## config.mk

```make
export PLATFORM = sky130hd
export DESIGN_NAME = postfix_stack_evaluator_core
export DESIGN_NICKNAME = d
export VERILOG_FILES = /design/src/hw/rtl/psev_pkg.sv /design/src/hw/rtl/postfix_stack_evaluator_core.sv /design/src/hw/rtl/psev_stack_mem.sv /design/src/hw/rtl/psev_div.sv
export SDC_FILE = /design/constraint.sdc
export NUM_CORES = 2
export LEC_CHECK = 0
export ABC_AREA = 1
export BUFFER_PORTS_ARGS = -buffer_cell sky130_fd_sc_hd__buf_4
export CAP_MARGIN = 20
export CORE_ASPECT_RATIO = 1.75
export CORE_MARGIN = 5
export CORE_UTILIZATION = 55
export CTS_BUF_LIST = sky130_fd_sc_hd__clkbuf_2
export DETAILED_ROUTE_END_ITERATION = 7
export PLACE_DENSITY = 0.79
export SLEW_MARGIN = 20
export SYNTH_ARGS = -nofsm -noshare
export SYNTH_HDL_FRONTEND = slang
export SYNTH_SLANG_ARGS = --single-unit
export TNS_END_PERCENT = 5
```

## constraint.sdc

```tcl
create_clock -name clk -period 6.51 [get_ports clk]
set_clock_uncertainty 0.2 [all_clocks]
set_input_delay 1.302 -clock clk [delete_from_list [all_inputs] [get_ports clk]]
set_output_delay 1.302 -clock clk [all_outputs]
set_load 0.02 [all_outputs]
```

## src/hw/rtl/psev_pkg.sv

```systemverilog
// Shared definitions for the postfix stack evaluator.
// Status codes, character codes, word width and the divider response type.
// No dependencies.
`default_nettype none

package psev_pkg;

	localparam int WORD_W = 32;
	localparam int STACK_DEPTH_DEF = 16;

	localparam logic [2:0] ST_OK        = 3'd0;
	localparam logic [2:0] ST_UNDERFLOW = 3'd1;
	localparam logic [2:0] ST_DIVZERO   = 3'd2;
	localparam logic [2:0] ST_OVERFLOW  = 3'd3;
	localparam logic [2:0] ST_EMPTY     = 3'd4;

	localparam logic [7:0] CH_ZERO  = 8'h30;
	localparam logic [7:0] CH_NINE  = 8'h39;
	localparam logic [7:0] CH_PLUS  = 8'h2B;
	localparam logic [7:0] CH_MINUS = 8'h2D;
	localparam logic [7:0] CH_STAR  = 8'h2A;

	typedef struct packed {
		logic              done;
		logic [WORD_W-1:0] quot;
	} div_rsp_t;

endpackage

`default_nettype wire

```

## src/hw/rtl/postfix_stack_evaluator_core.sv

```systemverilog
// Postfix expression evaluator: top level with sequencer, stack memory and divider.
// Depends on psev_pkg, psev_stack_mem and psev_div.
//
//  channel | signals                          | direction
//  input   | in_valid, in_stall, symbol, last | in, stall out
//  output  | out_valid, out_stall, value, status | out, stall in
//
// Digits and ignored operators finish in idle; +, - and * pass execute and write-back;
// divide adds a divider wait (one quotient bit per cycle) unless the divisor is zero;
// a last character adds the result transaction. One item is in work at a time.
// Reset clears state, stack depth, error status and the output valid flag; no memory sweep.
// A held output stalls only an item whose result would overwrite it.
`default_nettype none

module postfix_stack_evaluator_core
	import psev_pkg::*;
#(
	parameter int STACK_DEPTH = STACK_DEPTH_DEF
) (
	input  wire logic              clk,
	input  wire logic              arst_n,
	input  wire logic              in_valid,
	output logic                   in_stall,
	input  wire logic [7:0]        symbol,
	input  wire logic              last,
	output logic                   out_valid,
	input  wire logic              out_stall,
	output logic signed [WORD_W-1:0] value,
	output logic      [2:0]        status
);

	localparam int AW = (STACK_DEPTH > 1) ? $clog2(STACK_DEPTH) : 1;
	localparam int DW = $clog2(STACK_DEPTH + 1);

	localparam logic [2:0] S_IDLE = 3'd0;
	localparam logic [2:0] S_EXEC = 3'd1;
	localparam logic [2:0] S_DIVW = 3'd2;
	localparam logic [2:0] S_WB   = 3'd3;
	localparam logic [2:0] S_EMIT = 3'd4;

	logic [2:0]        state_q;
	logic [DW-1:0]     depth_q;
	logic [2:0]        err_q;
	logic [WORD_W-1:0] top_q;
	logic [WORD_W-1:0] res_q;
	logic [7:0]        sym_q;
	logic              last_q;
	logic              out_valid_q;
	logic [WORD_W-1:0] value_q;
	logic [2:0]        status_q;

	logic              in_acc;
	logic              is_digit;
	logic              emit_go;
	logic [DW-1:0]     depth_m2;
	logic [WORD_W-1:0] prod;

	logic              mem_we;
	logic [AW-1:0]     mem_waddr;
	logic [WORD_W-1:0] mem_wdata;
	logic              mem_re;
	logic [WORD_W-1:0] mem_rdata;

	logic              div_start;
	div_rsp_t          div_rsp;

	assign in_stall = (state_q != S_IDLE);
	assign in_acc   = in_valid && !in_stall;
	assign is_digit = (symbol >= CH_ZERO) && (symbol <= CH_NINE);
	assign emit_go  = (state_q == S_EMIT) && !(out_valid_q && out_stall);
	assign depth_m2 = depth_q - DW'(2);
	assign prod     = mem_rdata * top_q;

	always_comb begin
		mem_we    = 1'b0;
		mem_waddr = depth_q[AW-1:0];
		mem_wdata = WORD_W'(symbol - CH_ZERO);
		mem_re    = 1'b0;
		if (in_acc && is_digit && (depth_q < DW'(STACK_DEPTH))) begin
			mem_we = 1'b1;
		end else if (state_q == S_WB) begin
			mem_we    = 1'b1;
			mem_waddr = depth_m2[AW-1:0];
			mem_wdata = res_q;
		end
		if (in_acc && !is_digit && (depth_q >= DW'(2))) begin
			mem_re = 1'b1;
		end
	end

	assign div_start = (state_q == S_EXEC) && (sym_q != CH_PLUS) && (sym_q != CH_MINUS)
		&& (sym_q != CH_STAR) && (top_q != '0);

	psev_stack_mem #(
		.DEPTH(STACK_DEPTH)
	) u_mem (
		.clk  (clk),
		.we   (mem_we),
		.waddr(mem_waddr),
		.wdata(mem_wdata),
		.re   (mem_re),
		.raddr(depth_m2[AW-1:0]),
		.rdata(mem_rdata)
	);

	psev_div u_div (
		.clk     (clk),
		.arst_n  (arst_n),
		.start   (div_start),
		.dividend(mem_rdata),
		.divisor (top_q),
		.rsp     (div_rsp)
	);

	always_ff @(posedge clk or negedge arst_n) begin
		if (!arst_n) begin
			state_q     <= S_IDLE;
			depth_q     <= '0;
			err_q       <= ST_OK;
			out_valid_q <= 1'b0;
		end else begin
			if (emit_go) begin
				out_valid_q <= 1'b1;
			end else if (out_valid_q && !out_stall) begin
				out_valid_q <= 1'b0;
			end
			case (state_q)
				S_IDLE: begin
					if (in_acc) begin
						if (is_digit) begin
							if (depth_q < DW'(STACK_DEPTH)) begin
								depth_q <= depth_q + DW'(1);
							end else if (err_q == ST_OK) begin
								err_q <= ST_OVERFLOW;
							end
							state_q <= last ? S_EMIT : S_IDLE;
						end else if (depth_q >= DW'(2)) begin
							state_q <= S_EXEC;
						end else begin
							if ((depth_q == DW'(1)) && (err_q == ST_OK)) begin
								err_q <= ST_UNDERFLOW;
							end
							state_q <= last ? S_EMIT : S_IDLE;
						end
					end
				end
				S_EXEC: begin
					if (div_start) begin
						state_q <= S_DIVW;
					end else begin
						if ((sym_q != CH_PLUS) && (sym_q != CH_MINUS) && (sym_q != CH_STAR)
							&& (err_q == ST_OK)) begin
							err_q <= ST_DIVZERO;
						end
						state_q <= S_WB;
					end
				end
				S_DIVW: begin
					if (div_rsp.done) begin
						state_q <= S_WB;
					end
				end
				S_WB: begin
					depth_q <= depth_q - DW'(1);
					state_q <= last_q ? S_EMIT : S_IDLE;
				end
				S_EMIT: begin
					if (emit_go) begin
						depth_q <= '0;
						err_q   <= ST_OK;
						state_q <= S_IDLE;
					end
				end
				default: begin
					state_q <= S_IDLE;
				end
			endcase
		end
	end

	always_ff @(posedge clk) begin
		if (in_acc) begin
			sym_q  <= symbol;
			last_q <= last;
			if (is_digit && (depth_q < DW'(STACK_DEPTH))) begin
				top_q <= WORD_W'(symbol - CH_ZERO);
			end
		end
		if (state_q == S_EXEC) begin
			case (sym_q)
				CH_PLUS:  res_q <= mem_rdata + top_q;
				CH_MINUS: res_q <= mem_rdata - top_q;
				CH_STAR:  res_q <= prod;
				default:  res_q <= '0;
			endcase
		end else if ((state_q == S_DIVW) && div_rsp.done) begin
			res_q <= div_rsp.quot;
		end
		if (state_q == S_WB) begin
			top_q <= res_q;
		end
		if (emit_go) begin
			if (depth_q == '0) begin
				value_q  <= '0;
				status_q <= (err_q != ST_OK) ? err_q : ST_EMPTY;
			end else begin
				value_q  <= top_q;
				status_q <= err_q;
			end
		end
	end

	assign out_valid = out_valid_q;
	assign value     = value_q;
	assign status    = status_q;

	a_depth_bound: assert property (@(posedge clk) disable iff (!arst_n)
		depth_q <= DW'(STACK_DEPTH))
		else $error("stack depth beyond capacity");

	a_div_done_wait: assert property (@(posedge clk) disable iff (!arst_n)
		div_rsp.done |-> state_q == S_DIVW)
		else $error("divider finished outside its wait state");

	a_emit_clears: assert property (@(posedge clk) disable iff (!arst_n)
		emit_go |=> (depth_q == '0) && (err_q == ST_OK) && out_valid)
		else $error("result transaction did not clear the stack");

	a_status_range: assert property (@(posedge clk) disable iff (!arst_n)
		out_valid |-> status <= ST_EMPTY)
		else $error("status code out of range");

	a_exec_depth: assert property (@(posedge clk) disable iff (!arst_n)
		(state_q == S_EXEC) |-> depth_q >= DW'(2))
		else $error("operator executed without two operands");

endmodule

`default_nettype wire

```

## src/hw/rtl/psev_stack_mem.sv

```systemverilog
// Operand stack storage: one write port, one read port, registered read data.
// Depends on psev_pkg for the word width.
`default_nettype none

module psev_stack_mem
	import psev_pkg::*;
#(
	parameter int DEPTH = STACK_DEPTH_DEF,
	localparam int AW = (DEPTH > 1) ? $clog2(DEPTH) : 1
) (
	input  wire logic              clk,
	input  wire logic              we,
	input  wire logic [AW-1:0]     waddr,
	input  wire logic [WORD_W-1:0] wdata,
	input  wire logic              re,
	input  wire logic [AW-1:0]     raddr,
	output logic      [WORD_W-1:0] rdata
);

	logic [WORD_W-1:0] mem [DEPTH];

	always_ff @(posedge clk) begin
		if (we) begin
			mem[waddr] <= wdata;
		end
	end

	always_ff @(posedge clk) begin
		if (re) begin
			rdata <= mem[raddr];
		end
	end

endmodule

`default_nettype wire

```

## src/hw/rtl/psev_div.sv

```systemverilog
// Signed 32-bit divider, truncating toward zero, one quotient bit per cycle.
// Depends on psev_pkg for the word width and the response struct.
`default_nettype none

module psev_div
	import psev_pkg::*;
(
	input  wire logic              clk,
	input  wire logic              arst_n,
	input  wire logic              start,
	input  wire logic [WORD_W-1:0] dividend,
	input  wire logic [WORD_W-1:0] divisor,
	output div_rsp_t               rsp
);

	localparam int CW = $clog2(WORD_W + 1);

	logic              busy_q;
	logic              done_q;
	logic [CW-1:0]     cnt_q;
	logic              neg_q;
	logic [WORD_W-1:0] bmag_q;
	logic [WORD_W-1:0] rem_q;
	logic [WORD_W-1:0] quo_q;
	logic [WORD_W:0]   shifted;
	logic [WORD_W+1:0] diff;

	assign shifted = {rem_q, quo_q[WORD_W-1]};
	assign diff    = {1'b0, shifted} - {2'b00, bmag_q};

	always_ff @(posedge clk or negedge arst_n) begin
		if (!arst_n) begin
			busy_q <= 1'b0;
			done_q <= 1'b0;
			cnt_q  <= '0;
		end else begin
			done_q <= 1'b0;
			if (start) begin
				busy_q <= 1'b1;
				cnt_q  <= CW'(WORD_W);
			end else if (busy_q) begin
				cnt_q <= cnt_q - CW'(1);
				if (cnt_q == CW'(1)) begin
					busy_q <= 1'b0;
					done_q <= 1'b1;
				end
			end
		end
	end

	always_ff @(posedge clk) begin
		if (start) begin
			neg_q  <= dividend[WORD_W-1] ^ divisor[WORD_W-1];
			quo_q  <= dividend[WORD_W-1] ? (~dividend + WORD_W'(1)) : dividend;
			bmag_q <= divisor[WORD_W-1] ? (~divisor + WORD_W'(1)) : divisor;
			rem_q  <= '0;
		end else if (busy_q) begin
			if (!diff[WORD_W+1]) begin
				rem_q <= diff[WORD_W-1:0];
				quo_q <= {quo_q[WORD_W-2:0], 1'b1};
			end else begin
				rem_q <= shifted[WORD_W-1:0];
				quo_q <= {quo_q[WORD_W-2:0], 1'b0};
			end
		end
	end

	assign rsp.done = done_q;
	assign rsp.quot = neg_q ? (~quo_q + WORD_W'(1)) : quo_q;

endmodule

`default_nettype wire
```

======== Word level (Yosys, flattened, before mapping) ========
Memory sizes are Yosys's and may differ from the RTL's. A register that Yosys moved wholly into a read port is not among the register bits.
Cells that the tools add are included.
word-level totals
  register bits after elaboration ......... 225
  memory bits (writable) .................. 512
  output and inout port bits .............. 37
  word-level logic and storage cells ...... 159
  memories kept ........................... 1
memories
  name       depth  width  rd ports  clocked after memory_dff  wr ports  line                  source
  u_mem.mem  16     32     1         1                         1         psev_stack_mem.sv:20  logic [WORD_W-1:0] mem [DEPTH];
operators by class
  $add $sub $neg .......................... 11
  multiply operators ...................... 1
  $lt $le $gt $ge ......................... 4
  equality and inequality tests ........... 23
  multiplexer cells ....................... 57
  bitwise operators ....................... 4
  reduce and logical (&&, ||, !) cells .... 40
operators with widths
  cell                                                                     number
  32-bit 2-to-1 mux                                                        12
  32-bit by 1-bit adder with 32-bit output, second input constant          3
  32-bit NOT                                                               3
  32-bit case mux with 3 select lines                                      1
  3-bit 2-to-1 mux                                                         17
  33-bit by 32-bit subtractor with 34-bit output                           1
  32-bit adder                                                             1
  32-bit by 32-bit multiplier with 32-bit output                           1
  32-bit nonzero test                                                      1
  32-bit subtractor                                                        1
  31-bit 2-to-1 mux                                                        1
  8-bit by 6-bit equality test with 1-bit output, second input constant    3
  8-bit by 6-bit inequality test with 1-bit output, second input constant  3
  5-bit 2-to-1 mux                                                         4
  1-bit logical AND                                                        19
  1-bit 2-to-1 mux                                                         15
  3-bit case mux with 5 select lines                                       1
  5-bit case mux with 3 select lines                                       1
  6-bit 2-to-1 mux                                                         2
  3-bit inequality test, second input constant                             4
  3-bit nonzero test                                                       4
  2-bit inequality test, second input constant                             5
  2-bit nonzero test                                                       5
  3-bit case mux with 3 select lines                                       1
  other kinds (24)                                                         31

======== Depth between registers and ports, before layout ========
  depth in word-level cells ............... 8
  depth in mapped cells ................... 37
  depth with buffers taken out ............ 35

======== Hierarchy ========
A second synthesis with hierarchy kept.
second synthesis, totals
  cell total of the unflattened synthesis .. 6996
  area total of the unflattened synthesis .. 57757.9 um^2
modules (own cells, without submodules)
  module                        instances  cells an instance  area an instance (um^2)
  postfix_stack_evaluator_core  1          3431               25390.6
  psev_stack_mem                1          2120               23050.9
  psev_div                      1          1445               9316.4

======== Worst setup path before layout ========
OpenSTA, ideal clock, no wires.
  path kind ............................... reg2reg
  start point ............................. register top_q[5]
  end point ............................... register res_q[26], data pin
  library setup time ...................... 268 ps
  data arrival time ....................... 6670 ps
  path slack .............................. -628 ps
  cell stages (with the launch flop) ...... 29
  clock period less this slack ............ 7138 ps
  cell sequence ........................... edfxtp_1 clkbuf_1 buf_1 nand2_1 inv_1 fa_1 fa_1 fa_1 inv_1 fa_1 inv_1 fa_1 inv_1 fa_1 inv_1 fa_1 fa_1 ha_1 nand2_1 nor3_1 nand4_1 nand3_1 a21oi_1 o21ai_0 a21oi_1 o21ai_0 nand2_1 nand2_1 o21ai_0
on the way
  word-level cells in the longest chain between the ends .. 3
  elaborated cells between the ends (all ways) .. 5
  those cells by class .................... add/sub (2); mul (1); mux (2)
ends and longest elaborated chain
  item                                                                    line                                 source
  from (decl)                                                             postfix_stack_evaluator_core.sv:44   logic [WORD_W-1:0] top_q;
  from (signal assigned)                                                  postfix_stack_evaluator_core.sv:186  top_q <= WORD_W'(symbol - CH_ZERO);
  from (signal assigned)                                                  postfix_stack_evaluator_core.sv:200  top_q <= res_q;
  32-bit by 32-bit multiplier with 32-bit output (tied with other cells)  postfix_stack_evaluator_core.sv:72   assign prod = mem_rdata * top_q;
  32-bit case mux with 3 select lines *                                   postfix_stack_evaluator_core.sv:190  case (sym_q)
  32-bit 2-to-1 mux *                                                     postfix_stack_evaluator_core.sv:189  if (state_q == S_EXEC) begin
  to (signal assigned)                                                    postfix_stack_evaluator_core.sv:191  CH_PLUS: res_q <= mem_rdata + top_q;
  to (signal assigned)                                                    postfix_stack_evaluator_core.sv:192  CH_MINUS: res_q <= mem_rdata - top_q;
  to (signal assigned)                                                    postfix_stack_evaluator_core.sv:193  CH_STAR: res_q <= prod;
  to (decl)                                                               postfix_stack_evaluator_core.sv:45   logic [WORD_W-1:0] res_q;
Mark *: on every way between the ends. The rest lies on a longest branch, timed or not.
A chain may end at the register's enable or synchronous reset.

======== Worst setup path in the final report ========
  start point ............................. register top_q[2]
  end point ............................... register res_q[27], data pin
The elaborated chain is that of the path after synthesis.

==> insert_results.sql <==
INSERT INTO impl_metrics (metric_group, metric, value, unit) VALUES
('logic_synthesis', 'synth_largest_type_area_fraction', '40.3', '%'),
('detailed_routing', 'routed_via_density', '5.72', ''),
('global_route', 'gr-max-usage-layer', 'met2', ''),
('logic_synthesis', 'async_flop_share', '2.47', '%'),
('clocking', 'cts_tree', 'done', ''),
('critical_path', 'critical_path.slowest_cell', 'sky130_fd_sc_hd__fa_1', ''),
('logic_synthesis', 'sequential_area_share_after_synthesis', '42.4', '%'),
('logic_synthesis', 'synthAdderAreaFrac', '20.1', '%'),
('global_route', 'antenna_found_initial', '5', ''),
('global_route', 'grt_pass1_wl', '248', 'mm'),
('clocking', 'clkTransAtPathRegs', '0.12', 'ns'),
('run_status', 'violations', 'setup timing', ''),
('global_route', 'gr-usage-all-layers', '31.3', '%'),
('detailed_routing', 'postRouteAntennaNets', '0', ''),
('global_route', 'grt_util_met2', '55.4', '%'),
('clocking', 'worstSkewPairLatency', '1.59', 'ns'),
('critical_path', 'timing.critical_path.fanout_max', '7', ''),
('critical_path', 'crit_required', '7.62', 'ns'),
('floorplanning', 'fp_rows', '151', ''),
('global_route', 'grt_pass1_vias', '45100', ''),
('logic_synthesis', 'synth.yosys.warnings', '0', ''),
('sta', 'min_period', '7.09', 'ns'),
('critical_path', 'rr_startpoint', 'top_q[2]', ''),
('critical_path', 'setup.reg_to_reg.worst_slack', '-0.58', 'ns'),
('critical_path', 'crit_path_end_kind', 'flip-flop', ''),
('detailed_routing', 'routed-via-count', '43100', ''),
('clocking', 'cts-root-to-sink-buffers', '3', ''),
('sta', 'fmax', '141', 'MHz'),
('placement', 'dpl_worst_slack', '-0.641', 'ns'),
('logic_synthesis', 'synth.cell_area', '53400', 'um2'),
('clocking', 'clock_sinks', '768', ''),
('placement', 'dp_cells', '7214', ''),
('logic_synthesis', 'synthFlopType', 'sky130_fd_sc_hd__edfxtp_1', ''),
('sta', 'timing.max_slew.rel_slack', '24.2', '%'),
('clocking', 'cts-htree-levels', '4', ''),
('logic_synthesis', 'synthesis.instances', '5815', ''),
('detailed_routing', 'route.final.wire_length', '163', 'mm'),
('global_route', 'congestion_overflow_gr', '0', ''),
('logic_synthesis', 'netlist-cell-type-count', '64', ''),
('sta', 'rsz0062_at_grt', 'true', ''),
('floorplanning', 'chipWidth', '245', 'um'),
('placement', 'portBuffers', '49', ''),
('detailed_routing', 'initialDrtViolationCount', '3789', ''),
('logic_synthesis', 'synth-edff-count', '717', ''),
('layout', 'post_layout_nonfiller_instances', '7539', ''),
('run_status', 'run_status', 'complete, but fails checks', ''),
('sta', 'final_setup_violations', '20', ''),
('logic_synthesis', 'syn-mean-instance-area', '9.18', 'um2'),
('sta', 'postLayoutSetupSlackWorst', '-0.583', 'ns'),
('floorplanning', 'io_pins', '50', ''),
('detailed_routing', 'detail_route.drc_violations', '0', ''),
('critical_path', 'worst_setup_path_start_kind', 'flip-flop', ''),
('sta', 'fin_crit_sh', '109', '%'),
('logic_synthesis', 'synth_top_family_by_area', 'adder cells', ''),
('logic_synthesis', 'synth_compound_gate_area_share', '10.3', '%'),
('logic_synthesis', 'mappedNetlistNets', '6439', ''),
('clocking', 'cts_made_buffers', '168', ''),
('critical_path', 'cell_chain_critical_path', 'buf_12, buf_8, buf_4, nand2_1, fa_1, inv_1, fa_1, inv_1, fa_1, fa_1, inv_1, fa_1, fa_1, fa_1, fa_1, ha_4, a21oi_1, o21ai_0, a21oi_1, nand3_2, o21ai_1, a21oi_2, a21o_1', ''),
('critical_path', 'cp.arrival', '8.20', 'ns'),
('min_path', 'worst_hold_path_type', 'input port to asynchronous set/reset pin', ''),
('global_route', 'groute.layer.met1.usage', '32.2', '%'),
('logic_synthesis', 'ys_seq_elements', '768', ''),
('logic_synthesis', 'synth_largest_area_cell', 'sky130_fd_sc_hd__edfxtp_1', ''),
('sta', 'hold_viol', '0', ''),
('floorplanning', 'core-area', '96500', 'um2'),
('critical_path', 'timing.critical_path.mode_cell', 'sky130_fd_sc_hd__fa_1', ''),
('logic_synthesis', 'yosys-top-cells-area', 'sky130_fd_sc_hd__edfxtp_1 (40%), sky130_fd_sc_hd__fa_1 (15%), sky130_fd_sc_hd__nand2_1 (8.8%)', ''),
('floorplanning', 'floorplan.initialDensity', '55.3', '%'),
('sta', 'drv_slew', '0', ''),
('critical_path', 'worstRegToRegCells', '23', ''),
('critical_path', 'timing.setup.critical_path_class', 'flip-flop to flip-flop', '');
final cells by class:
class	count	area [um2]	share of cell area (%)
flip-flops and latches	768	22700	37.8
multi-input cells	3753	26500	44.1
well taps	1300	1630	2.71
clock buffers	230	1150	1.92
inverters	991	3730	6.22
diodes	7	17.5	0.0292
clock inverters	63	479	0.799
repair buffers	427	3850	6.42
registers in the layout, summed over array words and instances (netlist names), 8 cells and up:
register / count
u_mem.mem: 512
res_q: 32
top_q: 32
u_div.bmag_q: 32
u_div.quo_q: 32
u_div.rem_q: 32
u_mem.rdata: 32
value: 32
sym_q: 8
kinds of logic (layout without fill, tap and decap cells):
logic type                 after synthesis  in the layout
and+or+nand+nor                       2058           2058
buffers and inverters                 1294           1711
AOI/OAI and AO/OA                      955            955
DFF                                    768            768
adders and majority gates              611            611
xor gates and xnor gates               128            128
muxes                                    1              1
other                                    0              7
synth_stat cells (all sizes together), types with 15 or more instances:
cell type and number:
o221ai 94, o21bai 17, a31oi 19, or2 26
nand4 34, xor2 80, buf 69, a21o 17
clkbuf 234, nand3 150, dfrtp 19, dfxtp 32
nand3b 15, xnor2 48, nor2 506, o22ai 41
o21ai 531, nand2 1256, ha 201, o211ai 52
inv 986, fa 410, edfxtp 717, a21oi 156
nor3 54
worst max-delay path, delay by kind of cell, from the launching register on:
| family | cells | cell delay, ns |
|---|---|---|
| AOI/OAI and AO/OA | 6 | 1.05 |
| adders and majority gates | 9 | 4.35 |
| buffers and inverters | 6 | 0.61 |
| DFF | 1 | 0.39 |
| and+or+nand+nor | 2 | 0.25 |
per-layer routing:
metal	part of all wire, %	wire length (um)
met5	0.0074	12
met4	10	16200
met3	6.9	11200
met2	51	83200
met1	32	52000
stage by stage:
| step | area (um2) | TNS (ns) | hold WS [ns] | utilization [%] |
|---|---|---|---|---|
| 6_report | 60000 | -6.96 | 0.128 | 62.1 |
| 5_1_grt | 60000 | -12.09 | 0.148 | 62.1 |
| 4_1_cts | 59800 | -6.84 | 0.0161 | 61.9 |
| 3_5_place_dp | 57700 | -7.81 | 0.267 | 59.8 |
| 3_3_place_gp | 57700 | -6.55 | 0.261 | 59.8 |
| 2_1_floorplan | 53700 | -0.502 | 0.243 | - |
cell usage in the layout, fill, tap and decap left out, types with 9 or more instances in the layout:
master	n
sky130_fd_sc_hd__o22ai_1	41
sky130_fd_sc_hd__dfxtp_1	32
sky130_fd_sc_hd__a21oi_1	138
sky130_fd_sc_hd__a31oi_1	18
sky130_fd_sc_hd__fa_1	404
sky130_fd_sc_hd__buf_12	48
sky130_fd_sc_hd__dlygate4sd3_1	11
sky130_fd_sc_hd__nor2_4	26
sky130_fd_sc_hd__nand2_1	1244
sky130_fd_sc_hd__o21ai_0	480
sky130_fd_sc_hd__nand2_2	11
sky130_fd_sc_hd__o21ai_1	45
sky130_fd_sc_hd__edfxtp_1	717
sky130_fd_sc_hd__ha_1	185
sky130_fd_sc_hd__nand3b_1	15
sky130_fd_sc_hd__nor3_2	14
sky130_fd_sc_hd__o221ai_1	94
sky130_fd_sc_hd__a21o_1	17
sky130_fd_sc_hd__ha_4	16
sky130_fd_sc_hd__buf_4	363
sky130_fd_sc_hd__nor2_1	470
sky130_fd_sc_hd__clkinv_1	32
sky130_fd_sc_hd__inv_2	25
sky130_fd_sc_hd__nor3_1	36
sky130_fd_sc_hd__or2_2	24
sky130_fd_sc_hd__nand3_1	138
sky130_fd_sc_hd__clkinv_2	21
sky130_fd_sc_hd__nand4_1	32
sky130_fd_sc_hd__nor2_2	9
sky130_fd_sc_hd__inv_1	960
sky130_fd_sc_hd__clkbuf_2	230
sky130_fd_sc_hd__o21bai_1	16
sky130_fd_sc_hd__xnor2_1	47
sky130_fd_sc_hd__xor2_1	80
sky130_fd_sc_hd__o211ai_1	52
sky130_fd_sc_hd__nand3_2	11
sky130_fd_sc_hd__a21oi_2	14
sky130_fd_sc_hd__nor4_1	11
sky130_fd_sc_hd__dfrtp_1	17
how the worst max path moves through the flow:
stage	startpoint	end	slack [ns]	cells past startpoint
detailed placement	u_mem.rdata[19]	res_q[29]	-0.64	25
global route	top_q[2]	res_q[22]	-0.76	26
global placement	u_mem.rdata[19]	res_q[29]	-0.67	25
CTS	u_mem.rdata[11]	res_q[27]	-0.52	22
floorplan	top_q[7]	res_q[29]	-0.09	26
finish	top_q[2]	res_q[27]	-0.58	23
repair_timing:
action / 4_1_cts / 5_1_grt
endpoints found under the setup margin: 21 / 22
setup buffers: 10 / 2
hold endpoints to repair: 36 / 0
gates resized for setup: 60 / 32
pin swaps: 39 / 12
hold buffers: 12 / 0
Power is left out: the tool's default activity adds up to more than one toggle a clock period on the data nets, which glitch-free logic cannot reach.
